$ cat config.mk
export PLATFORM = sky130hd
export DESIGN_NAME = sensor_frame_parser_unit
export DESIGN_NICKNAME = d
export VERILOG_FILES = /design/src/rtl/core/sfp_pkg.sv /design/src/rtl/core/sensor_frame_parser_unit.sv /design/src/rtl/core/sfp_alu.sv /design/src/rtl/core/sfp_fmem.sv /design/src/rtl/core/sfp_seq.sv
export SDC_FILE = /design/constraint.sdc
export NUM_CORES = 1
export LEC_CHECK = 0
export BUFFER_PORTS_ARGS = -buffer_cell sky130_fd_sc_hd__buf_2
export CAP_MARGIN = 20
export CORE_AREA = 2 2 236 238
export DETAILED_ROUTE_END_ITERATION = 12
export DIE_AREA = 0 0 238 240
export SLEW_MARGIN = 20
export SYNTH_ARGS = -nofsm -noshare
export SYNTH_HDL_FRONTEND = slang
export SYNTH_SLANG_ARGS = --single-unit
$ cat constraint.sdc
create_clock -name clk -period 5.4 [get_ports clk]
set_clock_uncertainty 0.15 [all_clocks]
set_input_delay 0.54 -clock clk [delete_from_list [all_inputs] [get_ports clk]]
set_output_delay 0.54 -clock clk [all_outputs]
set_load 0.05 [all_outputs]
$ cat src/rtl/core/sfp_pkg.sv
// Shared types and constants of the sensor frame parser.
`timescale 1ns / 1ps
`default_nettype none

package sfp_pkg;

    localparam int FRAME_BYTES = 32;
    localparam int POS_W       = $clog2(FRAME_BYTES);

    localparam logic [7:0]       HDR_FIRST     = 8'h42;
    localparam logic [7:0]       HDR_SECOND    = 8'h4D;
    localparam logic [15:0]      LEN_RESET     = 16'h001C;
    localparam logic [POS_W-1:0] POS_HDR0      = 5'd0;
    localparam logic [POS_W-1:0] POS_HDR1      = 5'd1;
    localparam logic [POS_W-1:0] POS_HDR2      = 5'd2;
    localparam logic [POS_W-1:0] POS_LEN_HI    = 5'd2;
    localparam logic [POS_W-1:0] POS_LEN_LO    = 5'd3;
    localparam logic [POS_W-1:0] POS_DATA_BASE = 5'd4;
    localparam logic [POS_W-1:0] SUM_BYTES     = 5'd30;
    localparam logic [POS_W-1:0] POS_CHK_HI    = 5'd30;
    localparam logic [POS_W-1:0] POS_CHK_LO    = 5'd31;
    localparam logic [3:0]       LAST_WORD_IDX = 4'd12;

    localparam int DATA_W  = 32;
    localparam int PADDR_W = 3;
    localparam logic REG_EXP_LEN = 1'b0;

    localparam logic ALU_ADD = 1'b0;
    localparam logic ALU_SUB = 1'b1;

    typedef logic alu_op_t;

    typedef struct packed {
        alu_op_t     op;
        logic [15:0] a;
        logic [15:0] b;
    } alu_req_t;

    typedef struct packed {
        logic [15:0] res;
        logic        zero;
    } alu_rsp_t;

    typedef struct packed {
        logic             we;
        logic             re;
        logic [POS_W-1:0] addr;
        logic [7:0]       wdata;
    } mem_req_t;

endpackage

`default_nettype wire

$ cat src/rtl/core/sensor_frame_parser_unit.sv
// Top level of the sensor frame parser: register port and core wiring.
//
//   port group   dir   beat contents
//   s_*          in    one received serial byte
//   m_*          out   one data word of a checked frame, tlast on word 12
//   APB          in    expected_length register at byte address 0
//
// Each byte is first taken from the beat, then stored and added to the running
// checksum in the shared adder. After the 32nd byte the same adder compares the
// length and then the checksum (the checksum compare is skipped when the length
// fails). Each data word then takes two frame store reads, a load and a present,
// plus any m_tready stall; s_tready stays low until the last word is taken. Reset
// clears the sequencer and position, and sets expected_length to 28.
`timescale 1ns / 1ps
`default_nettype none

module sensor_frame_parser_unit
    import sfp_pkg::*;
(
    input  wire logic               clk,
    input  wire logic               rst_n,
    input  wire logic               s_tvalid,
    output logic                    s_tready,
    input  wire logic [7:0]         s_tdata,   // [7:0] rx_byte
    output logic                    m_tvalid,
    input  wire logic               m_tready,
    output logic [23:0]             m_tdata,   // [3:0] word_index, [19:4] word_value
    output logic                    m_tlast,
    input  wire logic               psel,
    input  wire logic               penable,
    input  wire logic               pwrite,
    input  wire logic [PADDR_W-1:0] paddr,
    input  wire logic [DATA_W-1:0]  pwdata,
    output logic [DATA_W-1:0]       prdata,
    output logic                    pready
);

    logic [15:0] exp_len_reg, exp_len_next;
    logic        reg_hit;
    mem_req_t    mem_req;
    logic [7:0]  mem_rdata;
    alu_req_t    alu_req;
    alu_rsp_t    alu_rsp;

    assign pready  = 1'b1;
    assign reg_hit = (paddr[PADDR_W-1] == REG_EXP_LEN) && (paddr[1:0] == 2'd0);

    always_comb
    begin
        exp_len_next = exp_len_reg;
        if (psel && penable && pwrite && pready && reg_hit)
        begin
            exp_len_next = pwdata[15:0];
        end
    end

    always_ff @(posedge clk or negedge rst_n)
    begin
        if (!rst_n)
        begin
            exp_len_reg <= LEN_RESET;
        end
        else
        begin
            exp_len_reg <= exp_len_next;
        end
    end

    assign prdata = reg_hit ? {16'd0, exp_len_reg} : '0;

    sfp_seq u_seq (
        .clk             (clk),
        .rst_n           (rst_n),
        .expected_length (exp_len_reg),
        .s_tvalid        (s_tvalid),
        .s_tready        (s_tready),
        .s_tdata         (s_tdata),
        .m_tvalid        (m_tvalid),
        .m_tready        (m_tready),
        .m_tdata         (m_tdata),
        .m_tlast         (m_tlast),
        .mem_req         (mem_req),
        .mem_rdata       (mem_rdata),
        .alu_req         (alu_req),
        .alu_rsp         (alu_rsp)
    );

    sfp_fmem u_fmem (
        .clk   (clk),
        .req   (mem_req),
        .rdata (mem_rdata)
    );

    sfp_alu u_alu (
        .req (alu_req),
        .rsp (alu_rsp)
    );

endmodule

`default_nettype wire

$ cat src/rtl/core/sfp_alu.sv
// Shared 16-bit add/subtract unit with zero flag.
`timescale 1ns / 1ps
`default_nettype none

module sfp_alu
    import sfp_pkg::*;
(
    input  wire alu_req_t req,
    output alu_rsp_t      rsp
);

    logic [15:0] b_op;
    logic [15:0] sum;

    assign b_op = (req.op == ALU_SUB) ? ~req.b : req.b;
    assign sum  = req.a + b_op + {15'd0, (req.op == ALU_SUB)};

    assign rsp.res  = sum;
    assign rsp.zero = (sum == 16'd0);

endmodule

`default_nettype wire

$ cat src/rtl/core/sfp_fmem.sv
// Frame byte store with one write and one registered read.
`timescale 1ns / 1ps
`default_nettype none

module sfp_fmem
    import sfp_pkg::*;
(
    input  wire logic       clk,
    input  wire mem_req_t   req,
    output logic [7:0]      rdata
);

    logic [7:0] frame_mem_reg [FRAME_BYTES];
    logic [7:0] rdata_reg;

    always_ff @(posedge clk)
    begin
        if (req.we)
        begin
            frame_mem_reg[req.addr] <= req.wdata;
        end
        if (req.re)
        begin
            rdata_reg <= frame_mem_reg[req.addr];
        end
    end

    assign rdata = rdata_reg;

endmodule

`default_nettype wire

$ cat src/rtl/core/sfp_seq.sv
// Sequencer: header hunt, byte collection, frame checks and word output.
`timescale 1ns / 1ps
`default_nettype none

module sfp_seq
    import sfp_pkg::*;
(
    input  wire logic        clk,
    input  wire logic        rst_n,
    input  wire logic [15:0] expected_length,
    input  wire logic        s_tvalid,
    output logic             s_tready,
    input  wire logic [7:0]  s_tdata,
    output logic             m_tvalid,
    input  wire logic        m_tready,
    output logic [23:0]      m_tdata,
    output logic             m_tlast,
    output mem_req_t         mem_req,
    input  wire logic [7:0]  mem_rdata,
    output alu_req_t         alu_req,
    input  wire alu_rsp_t    alu_rsp
);

    localparam logic [2:0] ST_IDLE    = 3'd0;
    localparam logic [2:0] ST_PROC    = 3'd1;
    localparam logic [2:0] ST_CHKLEN  = 3'd2;
    localparam logic [2:0] ST_CHKSUM  = 3'd3;
    localparam logic [2:0] ST_RDHI    = 3'd4;
    localparam logic [2:0] ST_RDLO    = 3'd5;
    localparam logic [2:0] ST_LOAD    = 3'd6;
    localparam logic [2:0] ST_SEND    = 3'd7;

    logic [2:0]       state_reg, state_next;
    logic [POS_W-1:0] pos_reg, pos_next;
    logic [3:0]       widx_reg, widx_next;
    logic             m_tvalid_reg, m_tvalid_next;

    logic [7:0]  byte_reg, byte_next;
    logic [15:0] sum_reg, sum_next;
    logic [15:0] len_reg, len_next;
    logic [15:0] chk_reg, chk_next;
    logic [7:0]  hi_reg, hi_next;
    logic [3:0]  out_idx_reg, out_idx_next;
    logic [15:0] out_val_reg, out_val_next;
    logic        out_last_reg, out_last_next;

    logic [POS_W-1:0] word_addr;

    assign word_addr = POS_DATA_BASE + {widx_reg, 1'b0};

    always_comb
    begin
        state_next    = state_reg;
        pos_next      = pos_reg;
        widx_next     = widx_reg;
        m_tvalid_next = m_tvalid_reg;
        byte_next     = byte_reg;
        sum_next      = sum_reg;
        len_next      = len_reg;
        chk_next      = chk_reg;
        hi_next       = hi_reg;
        out_idx_next  = out_idx_reg;
        out_val_next  = out_val_reg;
        out_last_next = out_last_reg;

        mem_req.we    = 1'b0;
        mem_req.re    = 1'b0;
        mem_req.addr  = pos_reg;
        mem_req.wdata = byte_reg;

        alu_req.op = ALU_ADD;
        alu_req.a  = sum_reg;
        alu_req.b  = {8'd0, byte_reg};

        unique case (state_reg)
            ST_IDLE:
            begin
                if (s_tvalid)
                begin
                    byte_next  = s_tdata;
                    state_next = ST_PROC;
                end
            end
            ST_PROC:
            begin
                mem_req.we = 1'b1;
                state_next = ST_IDLE;
                if (pos_reg == POS_HDR0)
                begin
                    sum_next = {8'd0, byte_reg};
                    pos_next = (byte_reg == HDR_FIRST) ? POS_HDR1 : POS_HDR0;
                end
                else if (pos_reg == POS_HDR1)
                begin
                    if (byte_reg == HDR_SECOND)
                    begin
                        sum_next = alu_rsp.res;
                        pos_next = POS_HDR2;
                    end
                    else if (byte_reg == HDR_FIRST)
                    begin
                        pos_next = POS_HDR1;
                    end
                    else
                    begin
                        pos_next = POS_HDR0;
                    end
                end
                else
                begin
                    pos_next = pos_reg + 1'b1;
                    if (pos_reg < SUM_BYTES)
                    begin
                        sum_next = alu_rsp.res;
                    end
                    if (pos_reg == POS_LEN_HI)
                    begin
                        len_next[15:8] = byte_reg;
                    end
                    if (pos_reg == POS_LEN_LO)
                    begin
                        len_next[7:0] = byte_reg;
                    end
                    if (pos_reg == POS_CHK_HI)
                    begin
                        chk_next[15:8] = byte_reg;
                    end
                    if (pos_reg == POS_CHK_LO)
                    begin
                        chk_next[7:0] = byte_reg;
                        state_next    = ST_CHKLEN;
                    end
                end
            end
            ST_CHKLEN:
            begin
                alu_req.op = ALU_SUB;
                alu_req.a  = len_reg;
                alu_req.b  = expected_length;
                state_next = alu_rsp.zero ? ST_CHKSUM : ST_IDLE;
            end
            ST_CHKSUM:
            begin
                alu_req.op = ALU_SUB;
                alu_req.a  = chk_reg;
                alu_req.b  = sum_reg;
                widx_next  = 4'd0;
                state_next = alu_rsp.zero ? ST_RDHI : ST_IDLE;
            end
            ST_RDHI:
            begin
                mem_req.re   = 1'b1;
                mem_req.addr = word_addr;
                state_next   = ST_RDLO;
            end
            ST_RDLO:
            begin
                mem_req.re   = 1'b1;
                mem_req.addr = word_addr | {{(POS_W-1){1'b0}}, 1'b1};
                hi_next      = mem_rdata;
                state_next   = ST_LOAD;
            end
            ST_LOAD:
            begin
                out_val_next  = {hi_reg, mem_rdata};
                out_idx_next  = widx_reg;
                out_last_next = (widx_reg == LAST_WORD_IDX);
                m_tvalid_next = 1'b1;
                state_next    = ST_SEND;
            end
            ST_SEND:
            begin
                if (m_tready)
                begin
                    m_tvalid_next = 1'b0;
                    if (out_last_reg)
                    begin
                        state_next = ST_IDLE;
                    end
                    else
                    begin
                        widx_next  = widx_reg + 1'b1;
                        state_next = ST_RDHI;
                    end
                end
            end
            default:
            begin
                state_next = ST_IDLE;
            end
        endcase
    end

    always_ff @(posedge clk or negedge rst_n)
    begin
        if (!rst_n)
        begin
            state_reg    <= ST_IDLE;
            pos_reg      <= POS_HDR0;
            widx_reg     <= 4'd0;
            m_tvalid_reg <= 1'b0;
        end
        else
        begin
            state_reg    <= state_next;
            pos_reg      <= pos_next;
            widx_reg     <= widx_next;
            m_tvalid_reg <= m_tvalid_next;
        end
    end

    always_ff @(posedge clk)
    begin
        byte_reg     <= byte_next;
        sum_reg      <= sum_next;
        len_reg      <= len_next;
        chk_reg      <= chk_next;
        hi_reg       <= hi_next;
        out_idx_reg  <= out_idx_next;
        out_val_reg  <= out_val_next;
        out_last_reg <= out_last_next;
    end

    assign s_tready = (state_reg == ST_IDLE);
    assign m_tvalid = m_tvalid_reg;
    assign m_tdata  = {4'd0, out_val_reg, out_idx_reg};
    assign m_tlast  = out_last_reg;

endmodule

`default_nettype wire

### Word-level counts from Yosys, hierarchy flattened

Memories as Yosys holds them, arrays and structs flattened. A register that Yosys moved wholly into a read port is not among the register bits.
Cells that the tools add are included.
Widths: inputs -> output; s select.

| storage, ports and cells | value |
|---|---|
| flip-flop bits (word level) | 114 |
| RAM bits | 256 |
| input bits | 50 |
| output and inout bits | 60 |
| word-level logic and storage cells | 95 |
| memories | 1 |

| cells by class | value |
|---|---|
| $add $sub $neg | 5 |
| magnitude comparators | 1 |
| eq/ne operators | 19 |
| muxes and demuxes | 29 |
| bitwise gates (word level) | 4 |
| reduce and logical (&&, ||, !) cells | 20 |

Memories:

| memory | depth | width | rd ports | clocked after memory_dff | wr ports | RTL line | text |
|---|---|---|---|---|---|---|---|
| u_fmem.frame_mem_reg | 32 | 8 | 1 | 1 | 1 | sfp_fmem.sv:13 | `logic [7:0] frame_mem_reg [FRAME_BYTES];` |

Operators by type and width:

| cell | number |
|---|---|
| $mux 16 | 5 |
| $pmux 33 s2 | 1 |
| $pmux 3 s8 | 1 |
| $mux 3 | 6 |
| $add 16x1->16 | 1 |
| $add 16x16->16 | 1 |
| $eq 8x7->1 const B | 2 |
| $logic_not 16->1 | 1 |
| $not 16->16 | 1 |
| $reduce_and 4->1 | 4 |
| $mux 5 | 3 |
| $eq 3x3->1 const B | 4 |
| $pmux 6 s2 | 1 |
| $eq 5x2->1 const B | 2 |
| $eq 5x5->1 const B | 2 |
| $mux 4 | 2 |
| $mux 8 | 1 |
| $pmux 4 s2 | 1 |
| $eq 3x2->1 const B | 2 |
| $ne 2x2->1 const B | 3 |
| $reduce_and 2->1 | 3 |
| $reduce_and 3->1 | 2 |
| $add 3x5->5 const A | 1 |
| $add 5x1->5 const B | 1 |
| 16 further kinds | 27 |

### Longest topological paths before layout

| depth | value |
|---|---|
| depth in word-level cells | 9 |
| depth in mapped cells | 15 |
| gate-level depth less buffers | 13 |

### Cells and area by module

A second synthesis with hierarchy kept.

| second synthesis, totals | value |
|---|---|
| cells, all modules | 1,095 |
| area total of the unflattened synthesis | 16,475.8 sq um |

By module, submodules not included:

| module | times used | cells an instance | area an instance (sq um) | seq. area each (sq um) |
|---|---|---|---|---|
| sfp_fmem | 1 | 576 | 10,287.4 | 7,927.6 |
| sfp_seq | 1 | 324 | 4,362.9 | 2,877.8 |
| sfp_alu | 1 | 123 | 954.7 | 0.0 |
| sensor_frame_parser_unit | 1 | 72 | 870.8 | 404.1 |

### Worst setup path after synthesis

Ideal clock, no wire load.

| timing path | value |
|---|---|
| path type | reg-to-reg |
| start | register u_seq.state_reg[0] |
| end | register u_seq.state_reg[1] |
| library setup time | 0.124 ns |
| arrival time | 3.629 ns |
| data required time | 5.126 ns |
| path slack | 1.497 ns |
| stages on the path, launching flop included | 16 |
| clock period less this slack | 3.903 ns |
| cell sequence | dfrtp_1 > buf_6 > clkbuf_1 > buf_1 > clkbuf_1 > a211oi_1 > a31oi_1 > fa_1 > and2b_1 > o2111ai_1 > a221o_1 > a2111o_1 > nand3_1 > nor4_1 > and4_4 > a211o_1 |

| on the way | value |
|---|---|
| longest elaborated chain between the ends | 9 |
| elaborated cells on any way between the ends | 19 |
| those cells by class | add/sub: 2; eq/ne: 9; mux: 4; bitwise: 1; reduce/logical: 3 |

Ends and longest elaborated chain:

| what | RTL line | text |
|---|---|---|
| start: declaration | sfp_seq.sv:33 | `logic [2:0] state_reg, state_next;` |
| start signal: assignment | sfp_seq.sv:205 | `state_reg <= state_next;` |
| $eq 3x2->1 | sfp_seq.sv:75 | `unique case (state_reg)` |
| $pmux 33 s2 | sfp_seq.sv:75 |  |
| $not 16->16 | sfp_alu.sv:15 | `assign b_op = (req.op == ALU_SUB) ? ~req.b : req.b;` |
| $mux 16 | sfp_alu.sv:15 |  |
| $add 16x16->16 | sfp_alu.sv:16 | `assign sum = req.a + b_op + {15'd0, (req.op == ALU_SUB)};` |
| $add 16x1->16 | sfp_alu.sv:16 |  |
| $logic_not 16->1 | sfp_alu.sv:19 | `assign rsp.zero = (sum == 16'd0);` |
| $mux 2 | sfp_seq.sv:140 | `state_next = alu_rsp.zero ? ST_CHKSUM : ST_IDLE;` |
| $pmux 3 s8 | sfp_seq.sv:75 |  |

Several ways; a longest one is shown, not always the timed one.
A chain may end at the register's enable or synchronous reset.

### Worst setup path in the final report

| timing path | value |
|---|---|
| start | register u_seq.state_reg[1] |
| end | register u_seq.state_reg[1] |

Same word-level chain as after synthesis.

==> flow_summary.toml <==
[outcome]
status = "finished, final reports clean"

[sta]
hold_viol = 0
rsz0062_at_grt = "false"
slew_violations = 0
min_period_ns = 4.50
tns_ns = 0
tightest_slew_ns = 1.02
clock.fmax_ghz = 0.222
setup_violations = 0
maxSlewHeadroom_pct = 32.0
finalCritPeriodShare_pct = 83.3

[synth]
postSynth.asyncResetShare_pct = 7.67
synth.avg_cell_area_um2 = 16.3
syn-instance-count = 989
synth_top_area_cell = "edfxtp_1"
synth-seq-cells = 378
yosys_warnings = 0
synth_cell_types = 74
yosysTopAreaCellShare_pct = 64.8
syn_area_um2 = 16200
ys_top_cells_by_area = "edfxtp_1 (65%), mux4_2 (8.9%), dfrtp_1 (4.0%)"
synth_sequential_area_ratio_pct = 69.3
synth_edf_count = 349
ys.flop_type = "edfxtp_1"

[setup_path]
cpPeakStageDelay_ns = 0.61
startpoint_type = "flip-flop"
endpoint_kind = "flip-flop"
worstPathMaxFanout = 27
crit_path_cell_trace = "nand2b_1 > o21ai_0 > inv_1 > fa_1 > and2b_1 > o2111ai_1 > a221o_1 > a2111o_1 > nand3_1 > nor4_1 > and4_4 > a211o_1"
worstPathRequired_ns = 5.67
critPathTopFamily = "compound AO/OA/AOI/OAI gates"
r2r_cells = 12
cp_num_buf_inv = 1
worstSetupPathType = "reg2reg"
critPathSlowestCell = "nand2b_1"
cp.arrival_ns = 4.77
cp.depth = 12

[route]
vias_per_cell = 4.83
drtIter0Drc = 706
drc = 0
num_vias = 8765
wl_mm = 36.0
firstDrtPassIters = 5
drtAntennaViolNets = 0
wl_per_cell_um = 19.9

[pwr]
power.density_nw_per_um2 = 368
ir_drop_v = 0.000208
p_leak_nw = 6.46

[clock_tree]
cts_resized = 0
root_buffer = "clkbuf_16"
postCtsSetupRepairBufs = 0
clock-sinks = 378
cts_tree = "done"
cts_buffers = 38
ctsLongestPathBuffers = 3
postCtsHoldBufs = 1
clkTransAtPathRegs_ns = 0.06
clock_latency_ns = 0.54
htreeDepth = 2

[grt]
grt_max_degree = 43
gr-total-overflow = 0
first_global_vias = 8762
antenna_found_initial = 0
grt_pass1_wl_mm = 53.9
grt_usage_pct = 12.5

[cells_and_area]
fin_area_um2 = 18600
fill_cells = 5211
nets = 1152
synthToLayoutAreaGrowth_pct = 14.9
antenna_cells = 0
layout_common_cells = "edfxtp_1 (349), buf_2 (72), nor2_1 (67), nand2_1 (65), mux4_2 (64)"
drive_gt1_share_pct = 22.8
largest_reg_flops = 256
layout_commonest_cell = "edfxtp_1"

[die]
io_pins = 110
rows = 86
fp.dieArea_um2 = 57100
core_area_um2 = 54700
start_util_pct = 29.6
die_h_um = 240
die_w_um = 238

[worst_hold_path]
hold_path.class = "in2reg"
holdPathStages = 1

[placement]
post_dp_cell_area_um2 = 17300
place.gp.congestion = 0.877
place.detailed.hpwl_mm = 22.9
port_buffers = 72

[run]
cap_violations = 0
[cell families after synthesis]
| logic type | share of synthesized area, % |
|---|---|
| other | 0.0464 |
| buffers and inverters | 2.66 |
| xor gates and xnor gates | 0.704 |
| DFF | 69.3 |
| AOI/OAI and AO/OA | 6.51 |
| and+or+nand+nor | 7.15 |
| adders and majority gates | 1.83 |
| muxes | 11.8 |
[Yosys cell counts (3+ instances only)]
| cell | count |
|---|---|
| a31oi_1 | 4 |
| buf_4 | 28 |
| a22o_1 | 5 |
| a221oi_1 | 3 |
| or2_2 | 5 |
| o21ai_0 | 41 |
| o21ai_1 | 3 |
| or3_1 | 3 |
| xnor2_1 | 7 |
| nand2b_1 | 6 |
| a21o_1 | 5 |
| nor3_1 | 8 |
| and4_1 | 3 |
| inv_1 | 19 |
| a211oi_1 | 8 |
| nand3_1 | 11 |
| edfxtp_1 | 349 |
| buf_2 | 5 |
| nor2_1 | 68 |
| mux2i_1 | 18 |
| ha_1 | 22 |
| mux4_2 | 64 |
| o21a_1 | 4 |
| buf_1 | 9 |
| a22oi_1 | 27 |
| o31ai_1 | 3 |
| o22ai_1 | 3 |
| dfrtp_1 | 26 |
| and2_1 | 23 |
| nand2_1 | 65 |
| mux2_2 | 25 |
| clkbuf_1 | 17 |
| nand4_1 | 12 |
| nor2b_1 | 7 |
| xor2_1 | 6 |
| and3_1 | 9 |
| a21oi_1 | 21 |
| dfstp_2 | 3 |
[per-stage QoR]
step	std cells	hold WS (ns)	total power, W	setup WS (ns)	utilization [%]
finish	1813	0.0329	0.00684	0.902	34.0
global route	1813	0.0123	0.00712	0.556	34.0
CTS	1813	0.0157	0.00692	0.910	34.0
detailed placement	1742	0.255	0.00429	0.923	31.7
global placement	1742	0.251	0.00428	1.01	31.7
floorplan	1008	0.0944	0.00406	1.50	-
[final cells by class]
type                       count  area (um2)  area share (%)
inverter                      20        75.1           0.404
sequential                   378       11200            60.3
clock buffer                  50        1030            5.53
clock inverter                20         216            1.16
tap                          704         881            4.74
timing repair buffer          92         538            2.90
multi-input combinational    549        4630            24.9
[report_power, final]
part           internal [W]  switching [W]  total (W)
Clock               0.00154        0.00108    0.00262
Sequential          0.00327      0.0000504    0.00332
Combinational      0.000383       0.000510   0.000894
Total               0.00520        0.00165    0.00684
[routing by layer]
metal / GRT usage (%) / share of wire (%)
met1: 16.5 / 44
met2: 21.3 / 49
met3: 1.91 / 4.9
met4: 3.75 / 2.1
met5: 0 / 0
[final timing paths]
path | start | endpoint | slack, ns
worst max-delay path | u_seq.state_reg[1] | u_seq.state_reg[1] | 0.90
worst min-delay path | s_tdata[7] | u_seq.byte_reg[7] | 0.03
worst max register to register | u_seq.state_reg[1] | u_seq.state_reg[1] | 0.90
worst min register to register | u_seq.hi_reg[2] | u_seq.out_val_reg[10] | 0.27
max in group asynchronous | rst_n | u_seq.state_reg[0] | 4.13
min in group asynchronous | rst_n | exp_len_reg[12] | 0.46
(Power assumes the default switching activity.)
